--- config.mk ---
export PLATFORM = sky130hd
export DESIGN_NAME = adaptive_rate_virtual_timer_bank
export DESIGN_NICKNAME = d
export VERILOG_FILES = /design/src/hdl/arvt_pkg.sv /design/src/hdl/arvt_datapath.sv /design/src/hdl/arvt_ctrl.sv /design/src/hdl/adaptive_rate_virtual_timer_bank.sv
export VERILOG_INCLUDE_DIRS = /design/src /design/src/hdl
export SDC_FILE = /design/constraint.sdc
export NUM_CORES = 2
export LEC_CHECK = 0
export BUFFER_PORTS_ARGS = -buffer_cell sky130_fd_sc_hd__buf_2
export CAP_MARGIN = 40
export CORE_ASPECT_RATIO = 2
export CORE_MARGIN = 10
export CORE_UTILIZATION = 60
export CTS_CLUSTER_SIZE = 8
export DETAILED_ROUTE_END_ITERATION = 16
export PLACE_DENSITY_LB_ADDON = 0.1
export REMOVE_ABC_BUFFERS = 1
export SYNTH_ARGS = -nofsm -noshare
export SYNTH_HDL_FRONTEND = slang
export SYNTH_SLANG_ARGS = --single-unit
--- constraint.sdc ---
create_clock -name clk -period 22.1 [get_ports clk]
set_clock_uncertainty 0.15 [all_clocks]
set_input_delay 4.42 -clock clk [delete_from_list [all_inputs] [get_ports clk]]
set_output_delay 4.42 -clock clk [all_outputs]
set_load 0.05 [all_outputs]
--- src/hdl/assert_macros.svh ---
// Assertion macros shared by the RTL files that carry checks.
// Each macro expects a clock named clk and a reset named rst in scope.
`ifndef ASSERT_MACROS_SVH
`define ASSERT_MACROS_SVH

// The condition must never hold outside reset.
`define ASSERT_NEVER(label, cond, msg) \
  label: assert property (@(posedge clk) disable iff (rst) !(cond)) else $error(msg);

// When the antecedent holds, the consequent must hold in the same cycle.
`define ASSERT_IMPLIES(label, ante, cons, msg) \
  label: assert property (@(posedge clk) disable iff (rst) (ante) |-> (cons)) else $error(msg);

// When the antecedent holds, the consequent must hold in the next cycle.
`define ASSERT_NEXT(label, ante, cons, msg) \
  label: assert property (@(posedge clk) disable iff (rst) (ante) |=> (cons)) else $error(msg);

`endif

--- src/hdl/arvt_pkg.sv ---
// Shared constants, command codes and the status struct of the timer bank.
// Used by the controller, the datapath and the top level; depends on nothing.
`default_nettype none

package arvt_pkg;

  localparam int TIMER_COUNT_DEF = 16;
  localparam int CNT_W = 36;
  localparam int IDX_W = 5;
  localparam int DIV_W = 45;

  // Division by 1000: drop three bits, then multiply by ceil(2^49 / 125).
  localparam int Y_W = DIV_W - 3;
  localparam int CHUNK_W = 14;
  localparam int RECIP_W = 43;
  localparam int PP_W = CHUNK_W + RECIP_W;
  localparam int ACC_W = Y_W + RECIP_W;
  localparam int RECIP_SHIFT = 49;
  localparam int DIV_STEPS = Y_W / CHUNK_W;
  localparam logic [RECIP_W-1:0] RECIP_125 = 43'd4503599627371;

  localparam logic [CNT_W-1:0] CNT_MASK = {CNT_W{1'b1}};
  localparam logic [CNT_W-1:0] NO_TIMER = CNT_W'(99999999);
  localparam logic [3:0] RATE_MAX = 4'd12;
  localparam logic [43:0] MIN_SCALED = 44'd9500;
  localparam logic [CNT_W-1:0] THRESHOLD_TICKS = CNT_W'(20);
  localparam logic [DIV_W-1:0] ROUND_HALF = DIV_W'(500);

  localparam logic [1:0] MODE_START = 2'd0;
  localparam logic [1:0] MODE_STOP = 2'd1;
  localparam logic [1:0] MODE_TICK = 2'd2;

  localparam logic [2:0] ST_OK = 3'd0;
  localparam logic [2:0] ST_STATE = 3'd1;
  localparam logic [2:0] ST_INDEX = 3'd2;
  localparam logic [2:0] ST_KIND = 3'd3;
  localparam logic [2:0] ST_SHORT = 3'd4;

  localparam logic [3:0] CMD_NONE = 4'd0;
  localparam logic [3:0] CMD_LOAD = 4'd1;
  localparam logic [3:0] CMD_DEC = 4'd2;
  localparam logic [3:0] CMD_DIV = 4'd3;
  localparam logic [3:0] CMD_RESC = 4'd4;
  localparam logic [3:0] CMD_SWR = 4'd5;
  localparam logic [3:0] CMD_MIN = 4'd6;
  localparam logic [3:0] CMD_MEND = 4'd7;
  localparam logic [3:0] CMD_HALVE = 4'd8;
  localparam logic [3:0] CMD_HEND = 4'd9;
  localparam logic [3:0] CMD_HDONE = 4'd10;
  localparam logic [3:0] CMD_TICK = 4'd11;
  localparam logic [3:0] CMD_TEMIT = 4'd12;
  localparam logic [3:0] CMD_TEND = 4'd13;
  localparam logic [3:0] CMD_FIN = 4'd14;

  typedef struct packed {
    logic [1:0] mode;
    logic [2:0] err;
    logic       is_short;
    logic       chg;
    logic       div_last;
    logic       walk_last;
    logic       found;
    logic       hm_gt;
    logic       hend_chg;
    logic       tk_expire;
    logic       tk_halt;
    logic       cur_last;
    logic       emit_ok;
    logic       out_free;
    logic [3:0] rate;
  } arvt_stat_t;

  function automatic logic [CNT_W-1:0] shl_sat(input logic [CNT_W-1:0] v,
                                               input logic [3:0] k);
    logic [CNT_W-1:0] lim;
    lim = CNT_MASK >> k;
    if (v > lim) return CNT_MASK;
    return v << k;
  endfunction

endpackage

`default_nettype wire

--- src/hdl/arvt_datapath.sv ---
// Datapath of the timer bank: timer entries, divider, rescaler and result registers.
// Driven by arvt_ctrl through command codes; uses arvt_pkg.
`default_nettype none

module arvt_datapath #(
  parameter int TIMER_COUNT = arvt_pkg::TIMER_COUNT_DEF
) (
  input  wire logic                    clk,
  input  wire logic                    rst,
  input  wire logic [3:0]              cmd,
  output arvt_pkg::arvt_stat_t         stat,
  input  wire logic [1:0]              mode,
  input  wire logic [4:0]              timer_index,
  input  wire logic [1:0]              timer_kind,
  input  wire logic [31:0]             interval_ms,
  output logic                         out_valid,
  input  wire logic                    out_ready,
  output logic [2:0]                   status,
  output logic                         fired,
  output logic [4:0]                   fired_index,
  output logic [3:0]                   tick_rate,
  output logic                         rate_changed,
  output logic                         last
);

  localparam int PW = (TIMER_COUNT > 1) ? $clog2(TIMER_COUNT) : 1;
  localparam int CW = arvt_pkg::CNT_W;
  localparam logic [PW-1:0] LAST_P = PW'(TIMER_COUNT - 1);

  logic [1:0]  mode_r;
  logic [4:0]  idx_r;
  logic [1:0]  kind_r;
  logic [31:0] ms_r;

  logic [TIMER_COUNT-1:0] run_q;
  logic [TIMER_COUNT-1:0] rep_q;
  logic [CW-1:0] rem_q [TIMER_COUNT];
  logic [CW-1:0] rld_q [TIMER_COUNT];
  logic [3:0]    rate_q;
  logic [4:0]    sidx_q;
  logic [CW-1:0] scnt_q;

  logic [PW-1:0] ptr;
  logic [PW-1:0] cur;
  logic [arvt_pkg::Y_W-1:0]   ysh;
  logic [arvt_pkg::ACC_W-1:0] acc;
  logic [5:0]    dcnt;
  logic          rs_left;
  logic [3:0]    rs_k;
  logic [3:0]    rs_tgt;
  logic          chg_r;
  logic [2:0]    err_r;
  logic          found_r;
  logic [CW-1:0] mmin;
  logic [PW-1:0] best;
  logic [CW-1:0] hm;
  logic [5:0]    diff;
  logic          pend_v;
  logic [4:0]    pend_idx;
  logic          pend_chg;
  logic [3:0]    pend_rate;

  logic          idx_ok;
  logic [PW-1:0] idx_p;
  logic [2:0]    err_c;
  logic          low;
  logic [3:0]    nr;
  logic [3:0]    fr;
  logic [arvt_pkg::DIV_W-1:0] dv_init;
  logic [arvt_pkg::PP_W-1:0]  pp;
  logic [PW-1:0] ra;
  logic [CW-1:0] rd_rem;
  logic [CW-1:0] rd_rld;
  logic [CW-1:0] dec;
  logic [CW-1:0] q;
  logic          cand;
  logic [3:0]    nrate;
  logic          out_free;
  logic          emit_ok;
  logic          push;
  logic [2:0]    push_status;
  logic          push_fired;
  logic [4:0]    push_idx;
  logic [3:0]    push_rate;
  logic          push_chg;
  logic          push_last;

  function automatic logic [CW-1:0] resc(input logic [CW-1:0] v, input logic left,
                                         input logic [3:0] k);
    if (left) return arvt_pkg::shl_sat(v, k);
    return v >> k;
  endfunction

  assign idx_ok = {1'b0, idx_r} < 6'(TIMER_COUNT);
  assign idx_p  = idx_r[PW-1:0];

  always_comb begin
    err_c = arvt_pkg::ST_OK;
    if (mode_r == arvt_pkg::MODE_START) begin
      priority if (!idx_ok) err_c = arvt_pkg::ST_INDEX;
      else if (kind_r > 2'd1) err_c = arvt_pkg::ST_KIND;
      else if (run_q[idx_p]) err_c = arvt_pkg::ST_STATE;
      else if (ms_r == 32'd0) err_c = arvt_pkg::ST_SHORT;
      else err_c = arvt_pkg::ST_OK;
    end else if (mode_r == arvt_pkg::MODE_STOP) begin
      priority if (!idx_ok) err_c = arvt_pkg::ST_INDEX;
      else if (!run_q[idx_p]) err_c = arvt_pkg::ST_STATE;
      else err_c = arvt_pkg::ST_OK;
    end
  end

  // Rate search: the count reaches ten ticks once ms << n is at least 9500.
  always_comb begin
    low = ((44'(ms_r) << rate_q) < arvt_pkg::MIN_SCALED) && (rate_q < arvt_pkg::RATE_MAX);
    nr = arvt_pkg::RATE_MAX;
    for (int n = 12; n >= 0; n--) begin
      if ((4'(n) > rate_q) && ((44'(ms_r) << n) >= arvt_pkg::MIN_SCALED)) nr = 4'(n);
    end
    fr = low ? nr : rate_q;
    dv_init = (arvt_pkg::DIV_W'(ms_r) << fr) + arvt_pkg::ROUND_HALF;
  end

  // Reciprocal multiply, top chunk first, one 14-bit chunk per cycle.
  assign pp = arvt_pkg::PP_W'(ysh[arvt_pkg::Y_W-1 -: arvt_pkg::CHUNK_W]) *
              arvt_pkg::PP_W'(arvt_pkg::RECIP_125);
  assign q  = acc[arvt_pkg::RECIP_SHIFT +: CW];

  assign ra     = (cmd == arvt_pkg::CMD_TICK) ? cur : ptr;
  assign rd_rem = rem_q[ra];
  assign rd_rld = rld_q[ra];
  assign dec    = rd_rem - CW'(1);
  assign cand   = run_q[ptr] && (!found_r || (rd_rem < mmin));

  always_comb begin
    nrate = 4'd0;
    if (found_r && (diff < {2'b00, rate_q})) nrate = 4'(rate_q - diff[3:0]);
  end

  assign out_free = !out_valid || out_ready;
  assign emit_ok  = !pend_v || out_free;

  always_comb begin
    stat.mode      = mode_r;
    stat.err       = err_c;
    stat.is_short  = idx_r == sidx_q;
    stat.chg       = chg_r;
    stat.div_last  = dcnt == 6'(arvt_pkg::DIV_STEPS - 1);
    stat.walk_last = ptr == LAST_P;
    stat.found     = found_r;
    stat.hm_gt     = hm > arvt_pkg::THRESHOLD_TICKS;
    stat.hend_chg  = nrate != rate_q;
    stat.tk_expire = run_q[cur] && (dec == '0);
    stat.tk_halt   = run_q[cur] && (dec == '0) && !rep_q[cur] && (5'(cur) == sidx_q);
    stat.cur_last  = cur == LAST_P;
    stat.emit_ok   = emit_ok;
    stat.out_free  = out_free;
    stat.rate      = rate_q;
  end

  always_ff @(posedge clk) begin
    if (cmd == arvt_pkg::CMD_LOAD) begin
      mode_r <= mode;
      idx_r  <= timer_index;
      kind_r <= timer_kind;
      ms_r   <= interval_ms;
    end
  end

  always_ff @(posedge clk) begin
    if (rst) begin
      run_q  <= '0;
      rate_q <= 4'd0;
      sidx_q <= 5'd0;
      scnt_q <= arvt_pkg::NO_TIMER;
      ptr    <= '0;
      cur    <= '0;
      pend_v <= 1'b0;
      dcnt   <= 6'd0;
    end else begin
      unique case (cmd)
        arvt_pkg::CMD_DEC: begin
          err_r   <= err_c;
          chg_r   <= (mode_r == arvt_pkg::MODE_START && err_c == arvt_pkg::ST_OK) ?
                     low : 1'b0;
          found_r <= 1'b0;
          ptr     <= '0;
          cur     <= '0;
          pend_v  <= 1'b0;
          ysh     <= dv_init[arvt_pkg::DIV_W-1 -: arvt_pkg::Y_W];
          acc     <= '0;
          dcnt    <= 6'd0;
          rs_left <= 1'b1;
          rs_k    <= 4'(nr - rate_q);
          rs_tgt  <= nr;
          if (mode_r == arvt_pkg::MODE_STOP && err_c == arvt_pkg::ST_OK)
            run_q[idx_p] <= 1'b0;
        end
        arvt_pkg::CMD_DIV: begin
          acc  <= (acc << arvt_pkg::CHUNK_W) + arvt_pkg::ACC_W'(pp);
          ysh  <= ysh << arvt_pkg::CHUNK_W;
          dcnt <= 6'(dcnt + 6'd1);
        end
        arvt_pkg::CMD_RESC: begin
          rem_q[ptr] <= resc(rd_rem, rs_left, rs_k);
          rld_q[ptr] <= resc(rd_rld, rs_left, rs_k);
          if (ptr == LAST_P) begin
            scnt_q <= resc(scnt_q, rs_left, rs_k);
            rate_q <= rs_tgt;
            ptr    <= '0;
          end else begin
            ptr <= PW'(ptr + 1'b1);
          end
        end
        arvt_pkg::CMD_SWR: begin
          rem_q[idx_p] <= q;
          rld_q[idx_p] <= q;
          rep_q[idx_p] <= kind_r == 2'd0;
          run_q[idx_p] <= 1'b1;
          if (q < scnt_q) begin
            scnt_q <= q;
            sidx_q <= idx_r;
          end
        end
        arvt_pkg::CMD_MIN: begin
          if (cand) begin
            mmin    <= rd_rem;
            best    <= ptr;
            found_r <= 1'b1;
          end
          ptr <= (ptr == LAST_P) ? '0 : PW'(ptr + 1'b1);
        end
        arvt_pkg::CMD_MEND: begin
          if (found_r) begin
            scnt_q <= mmin;
            sidx_q <= 5'(best);
            hm     <= mmin;
            diff   <= 6'd0;
          end
        end
        arvt_pkg::CMD_HALVE: begin
          if (hm > arvt_pkg::THRESHOLD_TICKS) begin
            hm   <= hm >> 1;
            diff <= 6'(diff + 6'd1);
          end
        end
        arvt_pkg::CMD_HEND: begin
          rs_left <= 1'b0;
          rs_k    <= 4'(rate_q - nrate);
          rs_tgt  <= nrate;
          chg_r   <= nrate != rate_q;
        end
        arvt_pkg::CMD_HDONE: begin
          if (!found_r) scnt_q <= arvt_pkg::NO_TIMER;
        end
        arvt_pkg::CMD_TICK: begin
          chg_r   <= 1'b0;
          found_r <= 1'b0;
          if (run_q[cur]) begin
            if (dec == '0) begin
              if (rep_q[cur]) begin
                rem_q[cur] <= rld_q[cur];
              end else begin
                rem_q[cur] <= '0;
                run_q[cur] <= 1'b0;
              end
            end else begin
              rem_q[cur] <= dec;
            end
          end
          if (!stat.tk_expire && cur != LAST_P) cur <= PW'(cur + 1'b1);
        end
        arvt_pkg::CMD_TEMIT: begin
          if (emit_ok) begin
            pend_v    <= 1'b1;
            pend_idx  <= 5'(cur);
            pend_chg  <= chg_r;
            pend_rate <= rate_q;
            if (cur != LAST_P) cur <= PW'(cur + 1'b1);
          end
        end
        default: begin
        end
      endcase
    end
  end

  // Result register: loads from the pending tick result or the final word.
  always_comb begin
    push        = 1'b0;
    push_status = arvt_pkg::ST_OK;
    push_fired  = 1'b0;
    push_idx    = 5'd0;
    push_rate   = rate_q;
    push_chg    = 1'b0;
    push_last   = 1'b1;
    unique case (cmd)
      arvt_pkg::CMD_TEMIT: begin
        push       = emit_ok && pend_v;
        push_fired = 1'b1;
        push_idx   = pend_idx;
        push_rate  = pend_rate;
        push_chg   = pend_chg;
        push_last  = 1'b0;
      end
      arvt_pkg::CMD_TEND: begin
        push = out_free;
        if (pend_v) begin
          push_fired = 1'b1;
          push_idx   = pend_idx;
          push_rate  = pend_rate;
          push_chg   = pend_chg;
        end
      end
      arvt_pkg::CMD_FIN: begin
        push        = out_free;
        push_status = err_r;
        push_chg    = chg_r;
      end
      default: begin
      end
    endcase
  end

  always_ff @(posedge clk) begin
    if (rst) begin
      out_valid <= 1'b0;
    end else if (push) begin
      out_valid <= 1'b1;
    end else if (out_ready) begin
      out_valid <= 1'b0;
    end
  end

  always_ff @(posedge clk) begin
    if (push) begin
      status       <= push_status;
      fired        <= push_fired;
      fired_index  <= push_idx;
      tick_rate    <= push_rate;
      rate_changed <= push_chg;
      last         <= push_last;
    end
  end

endmodule

`default_nettype wire

--- src/hdl/arvt_ctrl.sv ---
// Controller state machine of the timer bank: sequences the datapath commands.
// Reads the datapath status struct; uses arvt_pkg.
`default_nettype none

module arvt_ctrl (
  input  wire logic                 clk,
  input  wire logic                 rst,
  input  wire logic                 in_valid,
  output logic                      in_ready,
  input  arvt_pkg::arvt_stat_t      stat,
  output logic [3:0]                cmd
);

  localparam logic [3:0] S_IDLE  = 4'd0;
  localparam logic [3:0] S_DEC   = 4'd1;
  localparam logic [3:0] S_DIV   = 4'd2;
  localparam logic [3:0] S_RESC  = 4'd3;
  localparam logic [3:0] S_SWR   = 4'd4;
  localparam logic [3:0] S_MIN   = 4'd5;
  localparam logic [3:0] S_MEND  = 4'd6;
  localparam logic [3:0] S_HALVE = 4'd7;
  localparam logic [3:0] S_HEND  = 4'd8;
  localparam logic [3:0] S_HDONE = 4'd9;
  localparam logic [3:0] S_TICK  = 4'd10;
  localparam logic [3:0] S_TEMIT = 4'd11;
  localparam logic [3:0] S_TEND  = 4'd12;
  localparam logic [3:0] S_FIN   = 4'd13;

  logic [3:0] state;
  logic [3:0] state_next;

  assign in_ready = state == S_IDLE;

  always_comb begin
    state_next = state;
    cmd = arvt_pkg::CMD_NONE;
    unique case (state)
      S_IDLE: begin
        if (in_valid) begin
          cmd = arvt_pkg::CMD_LOAD;
          state_next = S_DEC;
        end
      end
      S_DEC: begin
        cmd = arvt_pkg::CMD_DEC;
        priority if (stat.mode == arvt_pkg::MODE_TICK) state_next = S_TICK;
        else if (stat.err != arvt_pkg::ST_OK) state_next = S_FIN;
        else if (stat.mode == arvt_pkg::MODE_START) state_next = S_DIV;
        else if (stat.mode == arvt_pkg::MODE_STOP && stat.is_short) state_next = S_MIN;
        else state_next = S_FIN;
      end
      S_DIV: begin
        cmd = arvt_pkg::CMD_DIV;
        if (stat.div_last) state_next = stat.chg ? S_RESC : S_SWR;
      end
      S_RESC: begin
        cmd = arvt_pkg::CMD_RESC;
        if (stat.walk_last)
          state_next = (stat.mode == arvt_pkg::MODE_START) ? S_SWR : S_HDONE;
      end
      S_SWR: begin
        cmd = arvt_pkg::CMD_SWR;
        state_next = S_FIN;
      end
      S_MIN: begin
        cmd = arvt_pkg::CMD_MIN;
        if (stat.walk_last) state_next = S_MEND;
      end
      S_MEND: begin
        cmd = arvt_pkg::CMD_MEND;
        state_next = stat.found ? S_HALVE : S_HEND;
      end
      S_HALVE: begin
        cmd = arvt_pkg::CMD_HALVE;
        if (!stat.hm_gt) state_next = S_HEND;
      end
      S_HEND: begin
        cmd = arvt_pkg::CMD_HEND;
        state_next = stat.hend_chg ? S_RESC : S_HDONE;
      end
      S_HDONE: begin
        cmd = arvt_pkg::CMD_HDONE;
        state_next = (stat.mode == arvt_pkg::MODE_TICK) ? S_TEMIT : S_FIN;
      end
      S_TICK: begin
        cmd = arvt_pkg::CMD_TICK;
        priority if (stat.tk_halt) state_next = S_MIN;
        else if (stat.tk_expire) state_next = S_TEMIT;
        else if (stat.cur_last) state_next = S_TEND;
        else state_next = S_TICK;
      end
      S_TEMIT: begin
        cmd = arvt_pkg::CMD_TEMIT;
        if (stat.emit_ok) state_next = stat.cur_last ? S_TEND : S_TICK;
      end
      S_TEND: begin
        cmd = arvt_pkg::CMD_TEND;
        if (stat.out_free) state_next = S_IDLE;
      end
      S_FIN: begin
        cmd = arvt_pkg::CMD_FIN;
        if (stat.out_free) state_next = S_IDLE;
      end
      default: begin
        state_next = S_IDLE;
      end
    endcase
  end

  always_ff @(posedge clk) begin
    if (rst) begin
      state <= S_IDLE;
    end else begin
      state <= state_next;
    end
  end

endmodule

`default_nettype wire

--- src/hdl/adaptive_rate_virtual_timer_bank.sv ---
// Bank of virtual timers on one shared hardware tick whose rate is 2^tick_rate per second.
// The count is (ms << rate) + 500 divided by 1000, which drops three bits and multiplies
// by a reciprocal of 125, one 14-bit chunk a cycle. When the rate goes up, a walk over
// all entries rescales them. A stop of a timer that is not the shortest needs no walk;
// a stop of the shortest walks all entries to find the new minimum, halves it once a
// cycle until it is 20 or less, passes through the bookkeeping states, and walks all
// entries again to rescale when the rate drops. A tick walks the entries one per cycle,
// pausing for each expiry and taking the stop path above for each one-shot expiry of
// the shortest timer. All entries sit behind one read port that the walk steps through;
// a result word the receiver holds off stalls the block for as long as it waits.
// Results leave through an output register, so a new word is accepted while the last
// result still waits.
// Depends on arvt_pkg, arvt_ctrl, arvt_datapath and assert_macros.svh.
`default_nettype none

`include "assert_macros.svh"

module adaptive_rate_virtual_timer_bank #(
  parameter int TIMER_COUNT = arvt_pkg::TIMER_COUNT_DEF
) (
  input  wire logic        clk,
  input  wire logic        rst,
  input  wire logic        in_valid,
  output logic             in_ready,
  input  wire logic [1:0]  mode,
  input  wire logic [4:0]  timer_index,
  input  wire logic [1:0]  timer_kind,
  input  wire logic [31:0] interval_ms,
  output logic             out_valid,
  input  wire logic        out_ready,
  output logic [2:0]       status,
  output logic             fired,
  output logic [4:0]       fired_index,
  output logic [3:0]       tick_rate,
  output logic             rate_changed,
  output logic             last
);

  // Controller and datapath talk only through the command code and status struct.
  logic [3:0] cmd;
  arvt_pkg::arvt_stat_t stat;

  arvt_ctrl u_ctrl (
    .clk      (clk),
    .rst      (rst),
    .in_valid (in_valid),
    .in_ready (in_ready),
    .stat     (stat),
    .cmd      (cmd)
  );

  arvt_datapath #(
    .TIMER_COUNT (TIMER_COUNT)
  ) u_dp (
    .clk          (clk),
    .rst          (rst),
    .cmd          (cmd),
    .stat         (stat),
    .mode         (mode),
    .timer_index  (timer_index),
    .timer_kind   (timer_kind),
    .interval_ms  (interval_ms),
    .out_valid    (out_valid),
    .out_ready    (out_ready),
    .status       (status),
    .fired        (fired),
    .fired_index  (fired_index),
    .tick_rate    (tick_rate),
    .rate_changed (rate_changed),
    .last         (last)
  );

  // The stored rate never leaves the range the hardware clock supports.
  `ASSERT_NEVER(a_rate_range, stat.rate > arvt_pkg::RATE_MAX, "rate exponent above maximum")
  // An expiry report always carries an ok status.
  `ASSERT_IMPLIES(a_fired_ok, out_valid && fired, status == arvt_pkg::ST_OK, "fired with error")
  // Once a word is taken the block is busy until its work is done.
  `ASSERT_NEXT(a_busy_after_accept, in_valid && in_ready, !in_ready, "ready right after accept")

endmodule

`default_nettype wire
==> summary.txt <==
STA
  • Slew at the pin closest to its max-slew limit: ~1200 ps
  • Minimum period implied by the final worst setup slack: 8900 ps
  • Unrepaired setup endpoints after global routing: false
  • Sum of negative setup slack: 0 ps
  • Max_slew headroom: 21.1%
  • Final worst-path cycle share: roughly two fifths
  • Number of endpoints with negative hold slack in the final report: 0
  • Crit path setup slack, layout: 13200 ps
  • Final setup violation count: 0
  • Number of slew-limit violations in the final report: 0
  • Highest Clock Rate: roughly 110 MHz

Hold path
  • Kind of path behind the tightest hold check: reg -> reg

Worst setup path
  • Top fanout value on the critical path: 44
  • Type of destination of the critical path: register
  • Data arrival time of the critical path: 9410 ps
  • Required time reported for the critical path endpoint: approximately 23000 ps
  • Worst path most repeated cell: buf_4
  • Slowest Stage Delay on Critical Path: 880 ps
  • Crit Path Class: reg -> reg
  • Setup crit start kind: register
  • Ordered cell list for the critical path: nor4bb_4 > buf_4 > mux2i_4 > buf_4 > buf_4 > buf_4 > mux4_2 > mux2i_1 > mux2i_1 > buf_4 > or3_1 > or3_1 > o31ai_2 > nand4_1 > or4_4 > nor3_4 > buf_4 > nand2_1 > a31oi_1 > buf_4 > buf_4
  • Slowest stage cell, crit path: dfxtp_1

Finish
  • Filler cell count in the final layout: 11800
  • Post-route core utilization: 66.3%
  • Area added between synthesis and finish: 10.2%
  • Multi-input gate area in the final layout: 46900 um2
  • Non-filler instance count after layout: 10100
  • Total Nets Final: 8604
  • Area taken by flip-flops and latches: 45400 um2
  • Fraction of layout cells with a size suffix above 1: 16.4%

CTS
  • Number of setup buffers added after CTS: 0
  • Hold-fix buffers at CTS: 0
  • Clock latency on the worst-skew pair: 920 ps
  • Post-cts resize count: 0
  • H-tree level count: 4
  • Clock tree buffer depth: 4
  • Post-CTS clock slew at the launch and capture registers of the worst setup and hold paths: 50 ps
  • CTS tree: yes
  • Clock tree root driver cell: clkbuf_16
  • TritonCTS Buffers: between 200 and 250
  • Clock sinks: 1540

Yosys
  • Synth unique cells: 101
  • Fraction of registers with async set or reset after synthesis: 0%
  • Yosys synthesis warning count: 0
  • Post-synthesis cell area: 95600 um2
  • Dominant cell type by area after synthesis: edfxtp_1
  • Most numerous cell types in the synthesized netlist: edfxtp_1 (1455), nand2_1 (667), nor2_1 (599), mux2i_1 (537), a21oi_1 (487)
  • Leading cell type by number of instances after synthesis: edfxtp_1
  • Post-synth top flop: edfxtp_1
  • Area contributors post-synth: edfxtp_1 (46%), mux4_2 (11%), mux2i_1 (5.6%)
  • Post-synthesis average cell area: 12.1 um2
  • Cells after Synth: 7919
  • Synth top area share: between 40% and 50%
  • Flop and latch count out of synthesis: 1540
  • Number of flops mapped to enable cells by yosys: 1455
  • Register area share after synthesis: ~48%

Floorplanning
  • IO Count: between 60 and 70
  • Count of standard-cell rows: around 210
  • Full die area: around 180000 um2
  • Core area: ~160000 um2
  • Die width: 302 um
  • Initial cell density of the core: 60.2%
  • Floorplan die height: just under 600 um

Placed design
  • Weighted congestion at the end of routability-driven global placement: 1.07
  • Number of cells in the design after placement: 9818
  • Setup slack at placement: 13220 ps
  • Port Buffer Count: 60
  • DP Wirelength: about 250 mm

Global routing
  • Global route total overflow: 0
  • Total global-route track usage: 40.8%
  • Antenna violations before repair: 25
  • Number of global-route vias before repair: 73900
  • First-pass GRT wire length: 516 mm
  • Maximum number of pins on one net before global-route repair: 139

Detailed routing
  • Wire length reported by the detailed router: roughly 360 mm
  • DRC violations left: 0
  • Violation count after the first detailed-route iteration: 8670
  • Total number of vias: ~73000
  • ANT nets after route: 0
  • Drt via density: 7.18
  • Number of detailed-routing iterations run before antenna repair: 7
  • Routed wire length per instance: about 36 um

Job
  • Max-cap viol count: 0

Status
  • Outcome: completed
cells by family (layout without fill, tap and decap cells):
logic type / after synthesis / count (layout) / synth area share (%)
XOR/XNOR: 117 / 117 / 1.07
other: 1 / 16 / 0.00392
adder cells (fa/ha/maj): 582 / 582 / 9.33
AND/OR/NAND/NOR: 2088 / 2088 / 10.1
buffers and inverters: 954 / 1061 / 4.09
AO/OA/AOI/OAI: 1544 / 1544 / 10.2
multiplexers: 1093 / 1093 / 17.6
flip-flops: 1540 / 1540 / 47.5
final cells by class:
type | count | area share (%)
Inverter | 396 | 1.42
Clock buffer | 263 | 5.43
Multi-Input combinational cell | 5425 | 44.5
Antenna cell | 15 | 0.0356
Sequential cell | 1540 | 43.1
Clock inverter | 7 | 0.102
Tap cell | 2090 | 2.48
Timing Repair Buffer | 395 | 2.89
per-layer routing:
layer / track usage [%] / share of wire, %
met2: 68.9 / 50
met4: 40.1 / 12
met3: 9.20 / 8.5
met1: 40.3 / 29
met5: 0 / 0.033
per-stage QoR:
stage,hold slack [ps],instance area [um2]
floorplan,293,93100
global placement,320,98500
detailed placement,323,99300
CTS,333,105000
global route,368,105000
finish,333,105000
sequential cells by signal (all words and copies together), names as in the netlist, 16 cells and up, named ones only:
| signal | cells |
|---|---|
| u_dp.hm | 36 |
| u_dp.rep_q | 16 |
| u_dp.run_q | 16 |
| u_dp.acc | 85 |
| u_dp.ysh | 42 |
| u_dp.rld_q | 576 |
| u_dp.mmin | 36 |
| u_dp.ms_r | 32 |
| u_dp.scnt_q | 36 |
| u_dp.rem_q | 576 |
cells in the final DEF, fill, tap and decap left out, types with 31 or more instances in the layout:
cell type	n
nand2_1	665
mux2i_1	528
buf_4	275
fa_1	217
mux2_2	88
a21o_1	96
dfxtp_1	77
a221oi_1	48
nand3_1	193
xnor2_1	64
inv_1	389
nor3_1	111
nand4_1	64
and3_1	90
nor2b_1	39
o31ai_1	43
clkbuf_1	40
nor2_1	578
edfxtp_1	1455
a21oi_1	480
buf_2	78
and2_1	89
nor4_1	42
xor2_1	53
nand2b_1	41
o21a_1	31
o211ai_1	38
ha_1	365
clkbuf_16	222
o21ai_0	284
or3_1	35
a211oi_1	84
mux4_2	463
a31oi_1	153
path summary, 6_finish.rpt:
check	slack (ps)	start	endpoint	cells past startpoint
min reg2reg	330	u_dp.rs_tgt[2]$_DFFE_PP_	u_dp.rate_q[2]$_SDFFE_PP0P_	2
max reg2reg	13200	u_ctrl.state[3]$_SDFFE_PP0P_	u_dp.rem_q[5][26]$_DFFE_PP_	21
min	330	u_dp.rs_tgt[2]$_DFFE_PP_	u_dp.rate_q[2]$_SDFFE_PP0P_	2
max	13200	u_ctrl.state[3]$_SDFFE_PP0P_	u_dp.rem_q[5][26]$_DFFE_PP_	21
worst max-delay path, delay by kind of cell (launching register included):
| family | cells | cell delay [ps] |
|---|---|---|
| buf+inv | 8 | 3330 |
| flops | 1 | 880 |
| compound gates | 2 | 630 |
| simple gates | 7 | 2300 |
| mux | 4 | 1200 |
Power is left out: the tool's default activity adds up to more than one toggle a clock period on the data nets, which glitch-free logic cannot reach.
